===== src/rtl/cbs_pkg.sv =====
`timescale 1ns / 1ps
// ----------------------------------------------------------------------------
// cbs_pkg
// Shared types and constants for the cubic Bezier spline sampler.
// ----------------------------------------------------------------------------
package cbs_pkg;

  localparam int COORD_WIDTH = 24;
  localparam int T_FRAC_BITS = 16;
  localparam int PT_WIDTH    = COORD_WIDTH + 1;   // control point width
  localparam int CNT_WIDTH   = 7;
  localparam int IDX_WIDTH   = 6;

  // command codes
  localparam logic CMD_WRITE  = 1'b0;
  localparam logic CMD_SAMPLE = 1'b1;

  // configuration register indexes
  localparam logic CFG_CLOSED = 1'b0;
  localparam logic CFG_COUNT  = 1'b1;

  typedef logic signed [COORD_WIDTH-1:0] coord_t;
  typedef logic signed [PT_WIDTH-1:0]    point_t;

  typedef struct packed {
    logic                   command;
    logic [IDX_WIDTH-1:0]   entry_index;
    coord_t                 point_x;
    coord_t                 point_y;
    coord_t                 point_z;
    coord_t                 in_offset_x;
    coord_t                 in_offset_y;
    coord_t                 in_offset_z;
    coord_t                 out_offset_x;
    coord_t                 out_offset_y;
    coord_t                 out_offset_z;
    logic [T_FRAC_BITS-1:0] sample_position;
  } in_word_t;

  typedef struct packed {
    coord_t curve_x;
    coord_t curve_y;
    coord_t curve_z;
    logic   fault;
  } out_word_t;

  // one knot as stored: anchor, incoming and outgoing offsets, x y z each
  typedef struct packed {
    coord_t [2:0] anchor;
    coord_t [2:0] in_ofs;
    coord_t [2:0] out_ofs;
  } knot_t;

endpackage


===== src/rtl/cbs_lerp.sv =====
`timescale 1ns / 1ps
// ----------------------------------------------------------------------------
// cbs_lerp
// One registered linear interpolation step with round-half-up at u.
// ----------------------------------------------------------------------------
module cbs_lerp (
  input  logic                            clk,
  input  logic                            en,
  input  cbs_pkg::point_t                 a,
  input  cbs_pkg::point_t                 b,
  input  logic [cbs_pkg::T_FRAC_BITS-1:0] u,
  output cbs_pkg::point_t                 y_r
);

  localparam int DW = cbs_pkg::PT_WIDTH + 1;
  localparam int UW = cbs_pkg::T_FRAC_BITS + 1;
  localparam int PW = DW + UW;

  logic signed [DW-1:0] diff;
  logic signed [UW-1:0] u_s;
  logic signed [PW-1:0] prod;
  logic signed [PW-1:0] step;
  logic signed [PW-1:0] sum;
  cbs_pkg::point_t      y_nxt;

  // a + (b - a) * u, the product rounded, floored back to coordinate scale
  always_comb begin
    diff  = DW'(b) - DW'(a);
    u_s   = $signed({1'b0, u});
    prod  = PW'(diff) * PW'(u_s) + PW'(1 << (cbs_pkg::T_FRAC_BITS - 1));
    step  = prod >>> cbs_pkg::T_FRAC_BITS;
    sum   = PW'(a) + step;
    y_nxt = sum[cbs_pkg::PT_WIDTH-1:0];
  end

  always_ff @(posedge clk) begin
    if (en) begin
      y_r <= y_nxt;
    end
  end

endmodule


===== config.mk =====
export PLATFORM = sky130hd
export DESIGN_NAME = cbs_lerp
export DESIGN_NICKNAME = d
export VERILOG_FILES = /design/src/rtl/cbs_pkg.sv /design/src/rtl/cbs_lerp.sv
export SDC_FILE = /design/constraint.sdc
export NUM_CORES = 1
export LEC_CHECK = 0
export ABC_AREA = 1
export BUFFER_PORTS_ARGS = -buffer_cell sky130_fd_sc_hd__buf_4
export CAP_MARGIN = 20
export CELL_PAD_IN_SITES_DETAIL_PLACEMENT = 1
export CELL_PAD_IN_SITES_GLOBAL_PLACEMENT = 1
export CORE_MARGIN = 2
export CORE_UTILIZATION = 50
export DETAILED_ROUTE_END_ITERATION = 16
export GPL_TIMING_DRIVEN = 0
export MAX_ROUTING_LAYER = met4
export PLACE_DENSITY = 0.87
export RECOVER_POWER = 50
export SLEW_MARGIN = 30
export SYNTH_ARGS = -nofsm -noshare
export SYNTH_HDL_FRONTEND = slang
export SYNTH_SLANG_ARGS = --single-unit

===== constraint.sdc =====
create_clock -name clk -period 20.8 [get_ports clk]
set_clock_uncertainty 0.1 [all_clocks]
set_input_delay 1.04 -clock clk [delete_from_list [all_inputs] [get_ports clk]]
set_output_delay 1.04 -clock clk [all_outputs]
set_load 0.05 [all_outputs]

==> flow_summary.json, run 1 <==
{
  "syn_area_per_cell_um2": 7.77,
  "fmax_mhz": 93.7,
  "post_drt_wl_per_cell_um": 22.2,
  "grt_pass1_vias": 18500,
  "die_area_mm2": 0.0389,
  "finish.utilization": 0.545,
  "final-setup-viol-count": 0,
  "cts_setup_buffers": 0,
  "synth.distinct_cells": 51,
  "seq_area_frac_synth": 0.0402,
  "gp_congestion": 0.968,
  "numCtsBuffers": 3,
  "largest_reg_flops": 25,
  "drtIter0Drc": 848,
  "rows": 70,
  "worstHoldEndpoint": "y_r[0]$_DFFE_PP_",
  "most-common-layout-cells": "inv_1, fa_1, nand2_1",
  "hold_viol": 0,
  "ys_seq_elements": 25,
  "ys_async_sr_fraction": 0,
  "min_period_over_period": 0.513,
  "rsz0062_at_grt": "no",
  "hold_buffers": 0,
  "max_cap_violations": 0,
  "firstDrtPassIters": 5,
  "final_area_mm2": 0.0200,
  "track_usage": 0.363,
  "cp_slowest_stage_delay_ns": 0.68,
  "slew-limit-headroom": 0.0132,
  "drc": 0,
  "crit_path_max_fanout": 9,
  "core_area_mm2": 0.0367,
  "setup_slack_ns": 10.13,
  "critPathKind": "in -> reg",
  "synth-edff-count": 25,
  "drive_gt1_frac": 0.0661,
  "fillers": 4660,
  "dp_hpwl_um": 59200,
  "reg.largest.list": "y_r: 25 flops",
  "grt_max_degree": 26,
  "root_buffer": "clkbuf_16",
  "slowest_stage": "nand2_1",
  "io_buffer_count": 89,
  "postRouteAntennaNets": 0,
  "nets": 3130,
  "via_count": 16500,
  "seqCellArea_um2": 751,
  "yosys_warnings": 0,
  "pre_cts_ws_ns": 9.98,
  "status": "finished, final reports clean",
  "fin_setup_tns_ns": 0,
  "grt_pass1_wl_um": 102000,
  "cts_resized": 0,
  "multi_input_area_mm2": 0.0153,
  "grt_overflow": 0,
  "hp-start": "a[0]",
  "antenna_found_initial": 2,
  "synthFlopType": "edfxtp_1",
  "crit_required_ns": 20.72,
  "clkSlewWorstSetupHoldPaths_ns": 0.07,
  "worst_slew_pin_slew_ns": 1.48,
  "critPathBufInv": 9,
  "clock-sinks": 25,
  "synth_area_mm2": 0.0187,
  "cts_buffer_depth": 2,
  "endpoint_kind": "flip-flop",
  "cts.htree.levels": 1,
  "placed_area_mm2": 0.0200,
  "period_minus_slack_ns": 10.67,
  "initial_utilization": 0.509,
  "routed_wirelength_um": 65900,
  "cts_tree": "done",
  "synth_nets": 3036,
  "syn_to_final_growth_pct": 7.08,
  "pin_count": 93,
  "min-delay-path-class": "in -> reg",
  "crit_path_start_kind": "input port",
  "viasPerCell": 5.55,
  "final_common_cell": "inv_1",
  "top_register": "y_r",
  "final_max_slew_viol_count": 0,
  "die_w_um": 197,
  "die_h_um": 197,
  "critical_path.top_delay_family": "adder cells",
  "holdPathStages": 2,
  "synthCells": 2405,
  "cp.arrival_ns": 10.59
}
-- layout make-up --
type,instances,area share
Multi-Input combinational cell,1663,0.762
Inverter,667,0.125
Sequential cell,25,0.0375
Timing Repair Buffer,89,0.0309
Tap cell,468,0.0293
Buffer,50,0.0109
Clock buffer,4,0.00394
Antenna cell,1,0.000125
-- layer usage --
| layer | up-vias | track usage | wire length [um] |
|---|---|---|---|
| met1 | 8361 | 0.431 | 25700 |
| met3 | 230 | 0.0434 | 3600 |
| met2 | 601 | 0.598 | 31900 |
| met5 | - | - | 0 |
| met4 | 0 | 0.209 | 4650 |
| li1 | 7284 | - | - |
-- cell families after synthesis --
group	Yosys count	synth area share
simple gates	839	0.187
compound gates	195	0.0592
flops	25	0.0402
xor+xnor	66	0.0327
fa+ha+maj	563	0.535
buf+inv	717	0.146
-- stage by stage --
step / hold WS (ns) / instances
6_report: 0.997 / 2967
5_1_grt: 0.999 / 2967
4_1_cts: 0.996 / 2966
3_5_place_dp: 1.26 / 2962
3_3_place_gp: 1.27 / 2962
2_1_floorplan: 1.05 / 2405
-- worst max path at each step --
stage	from	endpoint	cells after the start	slack, ns
after global routing	b[0]	y_r[12]$_DFFE_PP_	41	9.61
final	b[0]	y_r[12]$_DFFE_PP_	40	10.13
after CTS	a[4]	y_r[12]$_DFFE_PP_	37	10.23
after global placement	b[0]	y_r[12]$_DFFE_PP_	41	10.15
after detailed placement	a[4]	y_r[12]$_DFFE_PP_	37	9.98
after floorplan	b[0]	y_r[12]$_DFFE_PP_	41	11.92
-- cell usage after synthesis (3+ instances only) --
library cell / number / area share
nand2_2: 5 / 0.0017
edfxtp_1: 25 / 0.040
o21ai_1: 3 / 0.00080
a21oi_1: 91 / 0.024
buf_4: 3 / 0.0012
xor2_1: 48 / 0.022
ha_1: 169 / 0.11
nor2_2: 10 / 0.0033
clkbuf_1: 35 / 0.0070
nand4_1: 11 / 0.0037
nand2_1: 345 / 0.069
nor2_1: 322 / 0.065
and3_1: 3 / 0.0010
nor3_1: 13 / 0.0035
nand3_1: 83 / 0.022
nand3_2: 3 / 0.0016
o211ai_1: 3 / 0.0012
a21o_1: 13 / 0.0052
o21ai_0: 48 / 0.013
fa_1: 394 / 0.42
nor3_2: 4 / 0.0021
inv_1: 651 / 0.13
clkinv_1: 5 / 0.0010
xnor2_1: 15 / 0.0070
a31oi_1: 16 / 0.0054
or2_2: 26 / 0.0087
nor4_1: 5 / 0.0017
buf_2: 10 / 0.0027
o21bai_1: 7 / 0.0028
inv_2: 11 / 0.0022
Power of run 1 is left out: the tool's default activity adds up to more than one toggle a clock period on the data nets, which glitch-free logic cannot reach.
==> run 2, diff against run 1 <==
Settings changed: CORE_UTILIZATION 50 to 49, PLACE_DENSITY 0.87 to 0.85.
Clock period 20.8 ns to 10.43 ns, I/O delays scaled along.
==> run 2 against run 1 <==
The flow now finishes with violations (max-capacitance violations, max-slew violations). Cell area grew 0.49%. Final cell count grew 1.6%. Setup slack lost 9.8 ns. Sequential share of layout area is essentially flat. Critical path type unchanged. Critical endpoint is now y_r[24]$_DFFE_PP_.
==> flow_summary.json, run 2 (same netlist as run 1, synthesis figures left out) <==
{
  "status": "complete, but fails checks",
  "violations": "max-capacitance violations, max-slew violations",
  "clkSlewWorstSetupHoldPaths_ns": 0.07,
  "min_period_over_period": 0.968,
  "fin_setup_tns_ns": 0,
  "syn_to_final_growth_pct": 7.61,
  "cts.htree.levels": 1,
  "dp_hpwl_um": 60100,
  "worstHoldEndpoint": "y_r[0]$_DFFE_PP_",
  "routed_wirelength_um": 67200,
  "grt_pass1_wl_um": 103000,
  "largest_reg_flops": 25,
  "io_buffer_count": 89,
  "placed_area_mm2": 0.0200,
  "slew-limit-headroom": -0.00356,
  "max_cap_violations": 1,
  "period_minus_slack_ns": 10.10,
  "most-common-layout-cells": "inv_1, fa_1, nand2_1",
  "track_usage": 0.361,
  "hold_buffers": 0,
  "initial_utilization": 0.497,
  "critPathKind": "in -> reg",
  "crit_top_cell": "nand2_1",
  "final-setup-viol-count": 0,
  "postRouteAntennaNets": 0,
  "pin_count": 93,
  "firstDrtPassIters": 5,
  "drc": 0,
  "hold_viol": 0,
  "multi_input_area_mm2": 0.0153,
  "fillers": 4790,
  "crit_path_max_fanout": 10,
  "rows": 71,
  "grt_pass1_vias": 18500,
  "cts_tree": "done",
  "viasPerCell": 5.51,
  "die_area_mm2": 0.0397,
  "core_area_mm2": 0.0376,
  "fmax_mhz": 99.1,
  "numCtsBuffers": 3,
  "rsz0062_at_grt": "no",
  "cp.arrival_ns": 10.03,
  "endpoint_kind": "flip-flop",
  "seqCellArea_um2": 751,
  "crit_required_ns": 10.36,
  "gp_congestion": 0.982,
  "die_w_um": 199,
  "grt_overflow": 0,
  "final_area_mm2": 0.0201,
  "drtIter0Drc": 1099,
  "reg.largest.list": "y_r: 25 flops",
  "cp_slowest_stage_delay_ns": 0.63,
  "cts_buffer_depth": 2,
  "holdPathStages": 2,
  "final_common_cell": "inv_1",
  "top_register": "y_r",
  "post_drt_wl_per_cell_um": 22.3,
  "via_count": 16600,
  "worst_slew_pin_slew_ns": 1.51,
  "crit_path_start_kind": "input port",
  "min-delay-path-class": "in -> reg",
  "die_h_um": 199,
  "antenna_found_initial": 2,
  "grt_max_degree": 26,
  "slowest_stage": "xor2_1",
  "hp-start": "a[0]",
  "final_max_slew_viol_count": 25,
  "nets": 3132,
  "root_buffer": "clkbuf_16",
  "clock-sinks": 25,
  "drive_gt1_frac": 0.0696
}
## run 2: worst max-delay path by stage
stage	end	start	slack [ns]
3_5_place_dp	y_r[12]$_DFFE_PP_	a[3]	-0.06
2_1_floorplan	y_r[12]$_DFFE_PP_	b[0]	2.06
5_1_grt	y_r[19]$_DFFE_PP_	a[3]	0.0008
3_3_place_gp	y_r[12]$_DFFE_PP_	b[0]	0.30
4_1_cts	y_r[12]$_DFFE_PP_	a[3]	0.19
6_report	y_r[24]$_DFFE_PP_	a[0]	0.33
## run 2: area by class of cell
type / count / area share
diodes: 2 / 0.000249
well taps: 511 / 0.0318
repair buffers: 91 / 0.0317
clock buffers: 4 / 0.00392
multi-input cells: 1663 / 0.760
inverters: 667 / 0.124
flip-flops and latches: 25 / 0.0373
plain buffers: 50 / 0.0109
## run 2: timing repair
item | CTS | global route
endpoints found under the setup margin | 0 | 13
gates resized for setup | 0 | 7
buffers inserted | 0 | 2
## run 2: metrics by stage
step / hold WS (ns) / cells / worst slack (ns) / utilization
after floorplan: 0.534 / 2405 / 2.06 / -
after global placement: 0.772 / 3005 / 0.303 / 0.532
after detailed placement: 0.769 / 3005 / -0.0613 / 0.533
after CTS: 0.496 / 3009 / 0.194 / 0.535
after global routing: 0.495 / 3013 / 0.000763 / 0.535
final: 0.493 / 3013 / 0.334 / 0.535
## run 2: worst max-delay path, delay by kind of cell
family,cells,cell delay (ns)
adder cells (fa/ha/maj),10,4.47
AND/OR/NAND/NOR,15,2.00
XOR/XNOR,2,0.90
buffers and inverters,6,0.77
AO/OA/AOI/OAI,5,1.35
## run 2: layer usage
| metal | GRT usage | part of all wire |
|---|---|---|
| met2 | 0.598 | 0.48 |
| met4 | 0.204 | 0.070 |
| met5 | - | 0 |
| met1 | 0.425 | 0.38 |
| met3 | 0.0484 | 0.067 |
Power of run 2 is left out for the same reason.
==> run 3, diff against run 2 <==
Settings changed: ABC_AREA 1 to 0, CORE_UTILIZATION 49 to 50.
==> run 3 against run 2 <==
Routed wire length up 20%. The flow finishes with violations (max-capacitance violations, max-slew violations, negative setup slack). Core utilization up 6.2 points. Via count down 2.2%. First-iteration DRC count up 38%. Worst hold slack worse by 0.043 ns. Cell area up 2.9%. Final cell count down 13%. Highest routed layer unchanged.
==> flow_summary.json, run 3 <==
{
  "synth_nets": 2602,
  "cts.htree.levels": 1,
  "grt_util_met3": 0.0356,
  "crit_path_start_kind": "input port",
  "post_drt_wl_per_cell_um": 30.8,
  "placedCellCount": 2514,
  "critPathKind": "in -> reg",
  "grt_overflow": 0,
  "io_buffer_count": 88,
  "gp_congestion": 0.912,
  "worstHoldEndpoint": "y_r[0]$_DFFE_PP_",
  "pin_count": 93,
  "cts_tree": "done",
  "critical_path.top_delay_family": "adder cells",
  "grt_pass1_vias": 17500,
  "routed_wirelength_um": 80500,
  "ys_seq_elements": 25,
  "cts_buffer_depth": 2,
  "min-delay-path-class": "in -> reg",
  "cp_slowest_stage_delay_ns": 0.75,
  "final_common_cell": "inv_1",
  "clkSlewWorstSetupHoldPaths_ns": 0.08,
  "cp.arrival_ns": 11.46,
  "violations": "max-capacitance violations, max-slew violations, negative setup slack",
  "viasPerCell": 6.22,
  "die_w_um": 192,
  "yosys_warnings": 0,
  "rows": 68,
  "drive_gt1_frac": 0.155,
  "seq_area_frac_synth": 0.0426,
  "hp-start": "a[0]",
  "critPathBufInv": 8,
  "die_h_um": 192,
  "endpoint_kind": "flip-flop",
  "synthCells": 1971,
  "syn_area_per_cell_um2": 8.94,
  "nets": 2780,
  "hold_viol": 0,
  "hold_buffers": 0,
  "fmax_mhz": 86.6,
  "largest_reg_flops": 25,
  "rsz0062_at_grt": "yes",
  "track_usage": 0.353,
  "die_area_mm2": 0.0368,
  "holdPathStages": 2,
  "synth_top_area_share": 0.448,
  "via_count": 16200,
  "crit_path_max_fanout": 6,
  "drtIter0Drc": 1513,
  "final_max_slew_viol_count": 26,
  "grtUsageMet2": 0.637,
  "firstDrtPassIters": 5,
  "final_cells": 2612,
  "synth_area_mm2": 0.0176,
  "min_period_over_period": 1.11,
  "yosys-top-cells-count": "inv_1, fa_1, and2_1, nand2_1, ha_1",
  "synth.distinct_cells": 57,
  "final-setup-viol-count": 8,
  "max_cap_violations": 1,
  "synth.most_common_cell": "inv_1",
  "crit_top_cell": "fa_1",
  "ys_async_sr_fraction": 0,
  "numCtsBuffers": 3,
  "root_buffer": "clkbuf_16",
  "worst_hold_slack_ns": 0.451,
  "top_usage_layer": "met2",
  "syn_to_final_growth_pct": 17.4,
  "grt_pass1_wl_um": 94100,
  "met1_usage": 0.360,
  "synthFlopType": "edfxtp_1",
  "synthTopCellsByArea": "fa_1, ha_1, inv_1",
  "drc": 0,
  "top_register": "y_r",
  "clock-sinks": 25,
  "slew-limit-headroom": -0.0909,
  "setup_slack_ns": -1.11,
  "postRouteAntennaNets": 0,
  "initial_utilization": 0.509,
  "synth_top_area_cell": "fa_1",
  "antenna_found_initial": 5,
  "reg.largest.list": "y_r: 25 flops",
  "slowest_stage": "fa_1",
  "core_area_mm2": 0.0346,
  "status": "complete, but fails checks",
  "period_minus_slack_ns": 11.54,
  "worst_slew_pin_slew_ns": 1.64,
  "grt_max_degree": 26,
  "crit_required_ns": 10.35,
  "dp_hpwl_um": 47300,
  "most-common-layout-cells": "inv_1, fa_1, and2_1",
  "synth-edff-count": 25
}
==> run 3: repair_timing <==
action                                  4_1_cts  5_1_grt
endpoints found under the setup margin       18        8
buffers inserted                             47       39
resized for setup                           123      124
cloned                                        0        0
pin swaps                                    53      100
==> run 3: layout make-up <==
type	count	area, um2
Multi-Input combinational cell	1342	15600
Fill cell	3921	13900
Inverter	542	2040
Timing Repair Buffer	173	1330
Sequential cell	25	751
Tap cell	455	569
Buffer	62	353
Clock buffer	4	78.8
Antenna cell	9	22.5
==> run 3: worst max-delay path by stage <==
stage	startpoint	endpoint	slack, ns	depth (start not counted)
2_1_floorplan	b[0]	y_r[24]$_DFFE_PP_	0.26	46
3_3_place_gp	a[0]	y_r[23]$_DFFE_PP_	-1.69	41
3_5_place_dp	a[0]	y_r[23]$_DFFE_PP_	-2.24	44
4_1_cts	b[0]	y_r[24]$_DFFE_PP_	0.0001	45
5_1_grt	a[10]	y_r[24]$_DFFE_PP_	-1.16	44
6_report	a[0]	y_r[24]$_DFFE_PP_	-1.11	45
==> run 3: kinds of logic (layout without fill, tap and decap cells) <==
group | Yosys count | after routing | synth area share
buffers and inverters | 604 | 781 | 0.129
adder cells (fa/ha/maj) | 563 | 563 | 0.568
other | 0 | 9 | 0
XOR/XNOR | 79 | 79 | 0.0393
AND/OR/NAND/NOR | 539 | 539 | 0.159
AO/OA/AOI/OAI | 161 | 161 | 0.0626
flip-flops | 25 | 25 | 0.0426
==> run 3: layer usage <==
layer	up-vias	wire (um)
met5	-	0
met4	0	10200
met1	8162	24500
li1	6173	-
met2	1210	38200
met3	700	7560
==> run 3: through the flow <==
stage	setup slack, ns	setup TNS, ns	util	cell area, um2
3_3_place_gp	-1.69	-13.02	0.544	18900
3_5_place_dp	-2.24	-22.11	0.545	18900
4_1_cts	0.000140	0	0.575	19900
5_1_grt	-1.16	-4.81	0.598	20700
6_report	-1.11	-4.27	0.598	20700
2_1_floorplan	0.256	0	-	17600
Power of run 3 is left out for the same reason.
